===== src/rtl/assert_macros.svh =====
// ----------------------------------------------------------------------------
// assert_macros.svh
// Assertion shorthands shared by the flat shading RTL.
// ----------------------------------------------------------------------------
`ifndef ASSERT_MACROS_SVH
`define ASSERT_MACROS_SVH

// same-cycle implication, off during reset
`define FDL_ASSERT_IMPL(label, clk, rst_n, ante, cons) \
  label: assert property (@(posedge clk) disable iff (!rst_n) (ante) |-> (cons)) \
    else $error("implication check failed");

// next-cycle implication, off during reset
`define FDL_ASSERT_NEXT(label, clk, rst_n, ante, cons) \
  label: assert property (@(posedge clk) disable iff (!rst_n) (ante) |=> (cons)) \
    else $error("next-cycle check failed");

`endif


===== src/rtl/fdl_pkg.sv =====
// ----------------------------------------------------------------------------
// fdl_pkg
// Types, constants and step functions of the flat diffuse light shader.
// ----------------------------------------------------------------------------
`timescale 1ns / 1ps
`default_nettype none

package fdl_pkg;

  localparam int SQ_STAGES  = 32;  // one root bit per stage
  localparam int DIV_STAGES = 17;  // one quotient bit per stage

  typedef enum logic [1:0] {
    ACT_NORM_BOTH = 2'd0,
    ACT_CLAMP     = 2'd1,
    ACT_BASE      = 2'd2,
    ACT_CLAMP_ALT = 2'd3
  } action_e;

  typedef enum logic [2:0] {
    REG_LIGHT_X      = 3'd0,
    REG_LIGHT_Y      = 3'd1,
    REG_LIGHT_Z      = 3'd2,
    REG_LIGHT_OFFSET = 3'd3,
    REG_LIGHT_AMP    = 3'd4,
    REG_BASE_COLOR   = 3'd5,
    REG_MIN_FACTOR   = 3'd6
  } reg_idx_e;

  typedef struct packed {
    logic signed [31:0] light_x;
    logic signed [31:0] light_y;
    logic signed [31:0] light_z;
    logic signed [31:0] light_offset;
    logic        [31:0] light_amp;
    logic        [15:0] base_color;
    logic signed [16:0] min_factor;
  } cfg_t;

  typedef struct packed {
    logic        [63:0] q;
    logic        [31:0] qn;
    logic signed [49:0] dot;
    action_e            action;
    logic               fzero;
  } front_out_t;

  typedef struct packed {
    logic signed [49:0] dot;
    action_e            action;
    logic               fzero;
  } sq_side_t;

  typedef struct packed {
    logic    neg;
    action_e action;
    logic    fzero;
  } div_side_t;

  typedef struct packed {
    logic [63:0] rem;
    logic [31:0] root;
  } sqrt_st_t;

  typedef struct packed {
    logic [63:0] rem;
    logic [16:0] quo;
  } div_st_t;

  // position of the highest set bit, zero for an empty word
  function automatic logic [4:0] msb_pos(logic [31:0] v);
    logic [4:0] p;
    p = '0;
    for (int i = 0; i < 32; i++) begin
      if (v[i]) p = 5'(i);
    end
    return p;
  endfunction

  // decide root bit k: try root | 2^k against the remaining radicand
  function automatic sqrt_st_t sqrt_step(sqrt_st_t s, int k);
    sqrt_st_t   r;
    logic [64:0] trial;
    trial = ({33'b0, s.root} << (k + 1)) + (65'd1 << (2 * k));
    r = s;
    if ({1'b0, s.rem} >= trial) begin
      r.rem  = s.rem - trial[63:0];
      r.root = s.root | (32'd1 << k);
    end
    return r;
  endfunction

  // restoring division, quotient bit k
  function automatic div_st_t div_step(div_st_t s, logic [47:0] den, int k);
    div_st_t     r;
    logic [64:0] sub;
    sub = {17'b0, den} << k;
    r = s;
    if ({1'b0, s.rem} >= sub) begin
      r.rem    = s.rem - sub[63:0];
      r.quo[k] = 1'b1;
    end
    return r;
  endfunction

endpackage

`default_nettype wire


===== src/rtl/fdl_color.sv =====
// ----------------------------------------------------------------------------
// fdl_color
// Factor floor, offset, amplitude product and color saturation.
// ----------------------------------------------------------------------------
`timescale 1ns / 1ps
`default_nettype none

module fdl_color (
  input  wire logic                clk_i,
  input  wire logic                rst_ni,
  input  wire logic                en_i,
  input  wire logic                valid_i,
  input  wire logic [16:0]         quo_i,
  input  wire fdl_pkg::div_side_t  side_i,
  input  wire fdl_pkg::cfg_t       cfg_i,
  output logic                     valid_o,
  output logic [15:0]              color_o,
  output logic                     kind_o,
  output logic                     sat_o
);

  typedef enum logic [1:0] {
    CLS_ZERO = 2'd0,
    CLS_NEG  = 2'd1,
    CLS_POS  = 2'd2,
    CLS_BASE = 2'd3
  } cls_e;

  logic signed [17:0] fq;
  logic signed [17:0] f;
  logic signed [17:0] fmin;
  logic               below;
  logic signed [17:0] fc;
  cls_e               cls;

  logic               v1_q, v2_q, v3_q;
  logic signed [32:0] s1_q;
  logic               base1_q, kind1_q;
  cls_e               cls2_q;
  logic [63:0]        prod2_q;
  logic               kind2_q;
  logic [15:0]        color_q;
  logic               kind_q, sat_q;

  always_comb begin
    fq    = {1'b0, quo_i};
    f     = side_i.fzero ? '0 : (side_i.neg ? -fq : fq);
    fmin  = 18'(cfg_i.min_factor);
    below = (f < fmin);
    fc    = below ? fmin : f;

    if (base1_q) begin
      cls = CLS_BASE;
    end else if ((s1_q == '0) || (cfg_i.light_amp == '0)) begin
      cls = CLS_ZERO;
    end else if (s1_q[32]) begin
      cls = CLS_NEG;
    end else begin
      cls = CLS_POS;
    end
  end

  always_ff @(posedge clk_i or negedge rst_ni) begin
    if (!rst_ni) begin
      v1_q <= 1'b0;
      v2_q <= 1'b0;
      v3_q <= 1'b0;
    end else if (en_i) begin
      v1_q <= valid_i;
      v2_q <= v1_q;
      v3_q <= v2_q;
    end
  end

  always_ff @(posedge clk_i) begin
    if (en_i) begin
      s1_q    <= 33'(fc) + 33'(cfg_i.light_offset);
      base1_q <= below && (side_i.action == fdl_pkg::ACT_BASE);
      kind1_q <= (side_i.action != fdl_pkg::ACT_NORM_BOTH);

      cls2_q  <= cls;
      prod2_q <= 64'(s1_q[31:0]) * 64'(cfg_i.light_amp);
      kind2_q <= kind1_q;

      kind_q <= kind2_q;
      unique case (cls2_q)
        CLS_BASE: begin
          color_q <= cfg_i.base_color;
          sat_q   <= 1'b0;
        end
        CLS_NEG: begin
          color_q <= '0;
          sat_q   <= 1'b1;
        end
        CLS_POS: begin
          // color is the product over 2^32
          if (prod2_q[63:48] != '0) begin
            color_q <= '1;
            sat_q   <= 1'b1;
          end else begin
            color_q <= prod2_q[47:32];
            sat_q   <= 1'b0;
          end
        end
        default: begin
          color_q <= '0;
          sat_q   <= 1'b0;
        end
      endcase
    end
  end

  assign valid_o = v3_q;
  assign color_o = color_q;
  assign kind_o  = kind_q;
  assign sat_o   = sat_q;

endmodule

`default_nettype wire


===== config.mk =====
export PLATFORM = sky130hd
export DESIGN_NAME = fdl_color
export DESIGN_NICKNAME = d
export VERILOG_FILES = /design/src/rtl/assert_macros.svh /design/src/rtl/fdl_pkg.sv /design/src/rtl/fdl_color.sv
export SDC_FILE = /design/constraint.sdc
export NUM_CORES = 2
export LEC_CHECK = 0
export ABC_AREA = 1
export ABC_CLOCK_PERIOD_IN_PS = 8100
export BUFFER_PORTS_ARGS = -buffer_cell sky130_fd_sc_hd__buf_4
export CORE_MARGIN = 2
export CORE_UTILIZATION = 50
export DETAILED_ROUTE_END_ITERATION = 10
export PLACE_DENSITY = 0.67
export RECOVER_POWER = 50
export REMOVE_ABC_BUFFERS = 1
export SLEW_MARGIN = 20
export SYNTH_ARGS = -nofsm -noshare
export SYNTH_HDL_FRONTEND = slang
export SYNTH_SLANG_ARGS = --single-unit

===== constraint.sdc =====
create_clock -name clk_i -period 8.1 [get_ports clk_i]
set_clock_uncertainty 0.15 [all_clocks]
set_input_delay 1.62 -clock clk_i [delete_from_list [all_inputs] [get_ports clk_i]]
set_output_delay 1.62 -clock clk_i [all_outputs]
set_load 0.03 [all_outputs]

==> flow_results.org <==
** Run status
- Result of the run :: finished, violations left
- The final reports fail on capacitance limit, slew limit.

** GRT
- Via count of the first global-routing pass :: about 36000
- First-pass GRT wire length :: 185000 um
- Antenna violations before repair :: 2
- For this run the aggregate overflow at the end of global routing stands at 0.
- Global routing used 27.12% of the available tracks.
- Pin count of the biggest net entering global routing :: 94

** Drt
- Remaining DRCs :: 0
- DRT antenna net count :: 0
- The first routing iteration left 2338 violations.
- In the routed layout, each cell is associated on average with a via count of 4.997.
- For this run, the detailed router's first-pass iteration total came to 6.
- The routed layout has 33774 vias.
- After detailed routing, the total wire length is roughly 110000 um.
- Routed wirelength normalized by instance count :: 16.33 um

** CTS
- Post-CTS Setup Inserts :: 0
- CTS Hold Buffers Added :: 0
- CTS Root Buffer Type :: sky130_fd_sc_hd__clkbuf_16
- Clk sink count :: 91
- Total CTS buffers :: 9
- Clock-pin slew was measured on the worst setup and hold paths at around 0.06 ns.
- CTS tree :: done
- Insertion delay to the later sink of the worst-skew pair :: ~0.34 ns
- CTS built an H-tree with a depth of 3.
- The clock passes through at most 2 buffers.

** Flow run
- Max-cap violations in this run came to 1.

** Critical path
- For the worst setup path, the data required time is 8.03 ns.
- Worst Path Max Fanout :: 10
- The worst setup path is launched from an input pin.
- Critical Path Slowest Stage Cell :: sky130_fd_sc_hd__fa_1
- The setup path with the least slack is of type in2reg.
- Slowest cell delay on critical path :: 0.61 ns
- Counting stages on the worst path, the most repeated cell is sky130_fd_sc_hd__fa_1.
- Arr. time, crit path :: between 7 and 8 ns
- Endpoint kind of the worst setup timing path :: flip-flop

** Logic synthesis
- In this run the biggest area consumer among cell types represents 43.30% of the synthesized area.
- Proportion of synthesized chip area in sequential cells :: 6.560%
- Cell accounting for the most synthesized area :: sky130_fd_sc_hd__fa_1
- After synthesis the cells add up to 41430 um^2.
- After synthesis the netlist holds a flip-flop and latch count of 91.
- Cell types occupying the most area after synthesis :: sky130_fd_sc_hd__fa_1 43%, sky130_fd_sc_hd__inv_1 15%, sky130_fd_sc_hd__nand2_1 14%
- Cells after synthesis :: ~5500
- Post-Synthesis Mean Instance Area :: 7.490 um^2
- The number of different library cells used by synthesis comes to 34.
- For this run, the number of Yosys warnings is 0.

** STA
- Number of setup violations in the final report :: 0
- Slew HR :: -220.2%
- Maximum operating frequency :: approximately 0.13 GHz
- After layout, the worst setup slack is 0.1868 ns.
- The final hold violation count came to 0.
- Setup repair after global routing missed its margin :: yes
- For the pin with the worst max-slew slack, the measured transition is 4.803 ns.
- Part of the cycle the worst path needs :: between 90% and 100%
- Max-slew violation count :: between 90 and 100
- Worst Hold Margin :: 0.2742 ns
- Post-layout minimum cycle time :: ~7.9 ns

** Layout
- Cells fill 55.90% of the core in the end.
- Of the cells placed in the final design, the portion with a size suffix greater than 1 is under 10%.
- Commonest cells after routing, fill and taps aside :: 1707 x sky130_fd_sc_hd__inv_1, 1487 x sky130_fd_sc_hd__nand2_1, 886 x sky130_fd_sc_hd__fa_1
- Compared with the post-synthesis result, the final layout area differs by 10.78%.
- After filler insertion, the fill cell instance count of the layout stands at about 7600.
- Leaving out fill and tap cells, the most frequent cell in the layout is sky130_fd_sc_hd__inv_1.
- Antenna Cells :: 0
- NumNets Final :: 7111

** Floorplanning
- The region available for standard cell placement spans 82110 um^2.
- Die Footprint :: 85180 um^2
- Measured along the y axis, the die boundary spans 291.9 um.
- From left edge to right edge, the die measures 291.9 um.
- The initialized floorplan defines between 100 and 150 standard-cell rows.
- The initial utilization of the core area, before any placement, comes to approximately 50%.
- Top-level I/O count :: 237

** Placement
- The HPWL after detailed placement is 97310 um.
- During placement, the flow inserted port buffers numbering 140.
- At the placement stage, the worst setup path has a slack of -0.3263 ns.
- At the end of routability-driven placement, the weighted congestion stood at 0.9782.

** Worst hold path
- In this run the worst hold path is classified as reg2reg.
==> through the flow <==
step	TNS (ns)	std cells	cell area [um^2]
after floorplan	0	5268	40420
after global placement	-6.109	6743	44970
after detailed placement	-7.040	6743	44970
after CTS	0	6759	45270
after global routing	-0.1844	6759	45900
final	0	6759	45900
==> Yosys cell counts <==
cell type	n
sky130_fd_sc_hd__buf_4	1
sky130_fd_sc_hd__ha_1	313
sky130_fd_sc_hd__a21boi_0	3
sky130_fd_sc_hd__mux2_2	1
sky130_fd_sc_hd__nand2_2	1
sky130_fd_sc_hd__buf_6	2
sky130_fd_sc_hd__o211ai_1	1
sky130_fd_sc_hd__inv_2	3
sky130_fd_sc_hd__edfxtp_1	88
sky130_fd_sc_hd__nand3_1	80
sky130_fd_sc_hd__a21oi_2	1
sky130_fd_sc_hd__nor2_1	218
sky130_fd_sc_hd__nor3_2	1
sky130_fd_sc_hd__nand3b_1	2
sky130_fd_sc_hd__or2_2	2
sky130_fd_sc_hd__dfrtp_1	3
sky130_fd_sc_hd__a21o_1	12
sky130_fd_sc_hd__o21bai_1	5
sky130_fd_sc_hd__inv_1	1710
sky130_fd_sc_hd__o21ai_1	25
sky130_fd_sc_hd__nor2_2	3
sky130_fd_sc_hd__nand2_1	1510
sky130_fd_sc_hd__fa_1	896
sky130_fd_sc_hd__o21a_1	8
sky130_fd_sc_hd__xor2_1	25
sky130_fd_sc_hd__nor3_1	31
sky130_fd_sc_hd__xnor2_1	8
sky130_fd_sc_hd__nor4_1	25
sky130_fd_sc_hd__o21ai_2	2
sky130_fd_sc_hd__o31ai_1	1
sky130_fd_sc_hd__o21ai_0	98
sky130_fd_sc_hd__a21oi_1	165
sky130_fd_sc_hd__clkbuf_1	260
sky130_fd_sc_hd__nand4_1	27
==> registers in the layout, summed over array words and instances, names as in the netlist, 2 cells and up <==
name / count
cls2_q: 2
color_o: 16
prod2_q: 32
s1_q: 33
==> what timing repair did <==
item / CTS / global route
endpoints found under the hold margin: 0 / 0
pin swaps: 0 / 37
endpoints found under the setup margin: 1 / 32
resized for setup: 1 / 171
==> final cells by class <==
cell class	count	area (um^2)	area share (%)
repair buffers	405	3256	7.093
well taps	1070	1339	2.917
multi-input cells	3464	31850	69.40
clock buffers	10	229.0	0.4989
inverters	1713	6430	14.01
clock inverters	6	71.32	0.1554
flip-flops and latches	91	2718	5.921
==> critical path, delay by kind of cell <==
| kind | cells | cell delay (ns) |
|---|---|---|
| AO/OA/AOI/OAI | 1 | 0.18 |
| buffers and inverters | 8 | 0.76 |
| AND/OR/NAND/NOR | 8 | 0.85 |
| adder cells (fa/ha/maj) | 9 | 4.44 |
==> layer usage <==
layer  GRT usage, %  up-vias  part of all wire (%)
met5              0        -                     0
met4          6.362        0                   2.4
met3          2.436      143                   6.6
met2          45.51     1057                    47
met1          38.26    16665                    44
li1               -    15909                     -
==> worst paths after layout <==
| kind | start | endpoint | slack, ns | cells past startpoint |
|---|---|---|---|---|
| setup / recovery | cfg_i[50] | prod2_q[52]$_DFFE_PP_ | 0.19 | 26 |
| hold / removal | kind2_q$_DFFE_PP_ | kind_o$_DFFE_PP_ | 0.27 | 0 |
| setup reg to reg | s1_q[16]$_DFFE_PP_ | prod2_q[32]$_DFFE_PP_ | 0.45 | 22 |
| hold reg to reg | kind2_q$_DFFE_PP_ | kind_o$_DFFE_PP_ | 0.27 | 0 |
| max in group asynchronous | rst_ni | v1_q$_DFFE_PN0P_ | 6.69 | 1 |
| min in group asynchronous | rst_ni | valid_o$_DFFE_PN0P_ | 0.94 | 1 |
==> logic make-up after synthesis <==
kind of cell	share of synthesized area, %
AO/OA/AOI/OAI	4.086
XOR/XNOR	0.6976
adder cells (fa/ha/maj)	52.75
buffers and inverters	17.95
flip-flops	6.560
multiplexers	0.02718
AND/OR/NAND/NOR	17.93
Power is left out: the tool's default activity adds up to more than one toggle a clock period on the data nets, which glitch-free logic cannot reach.
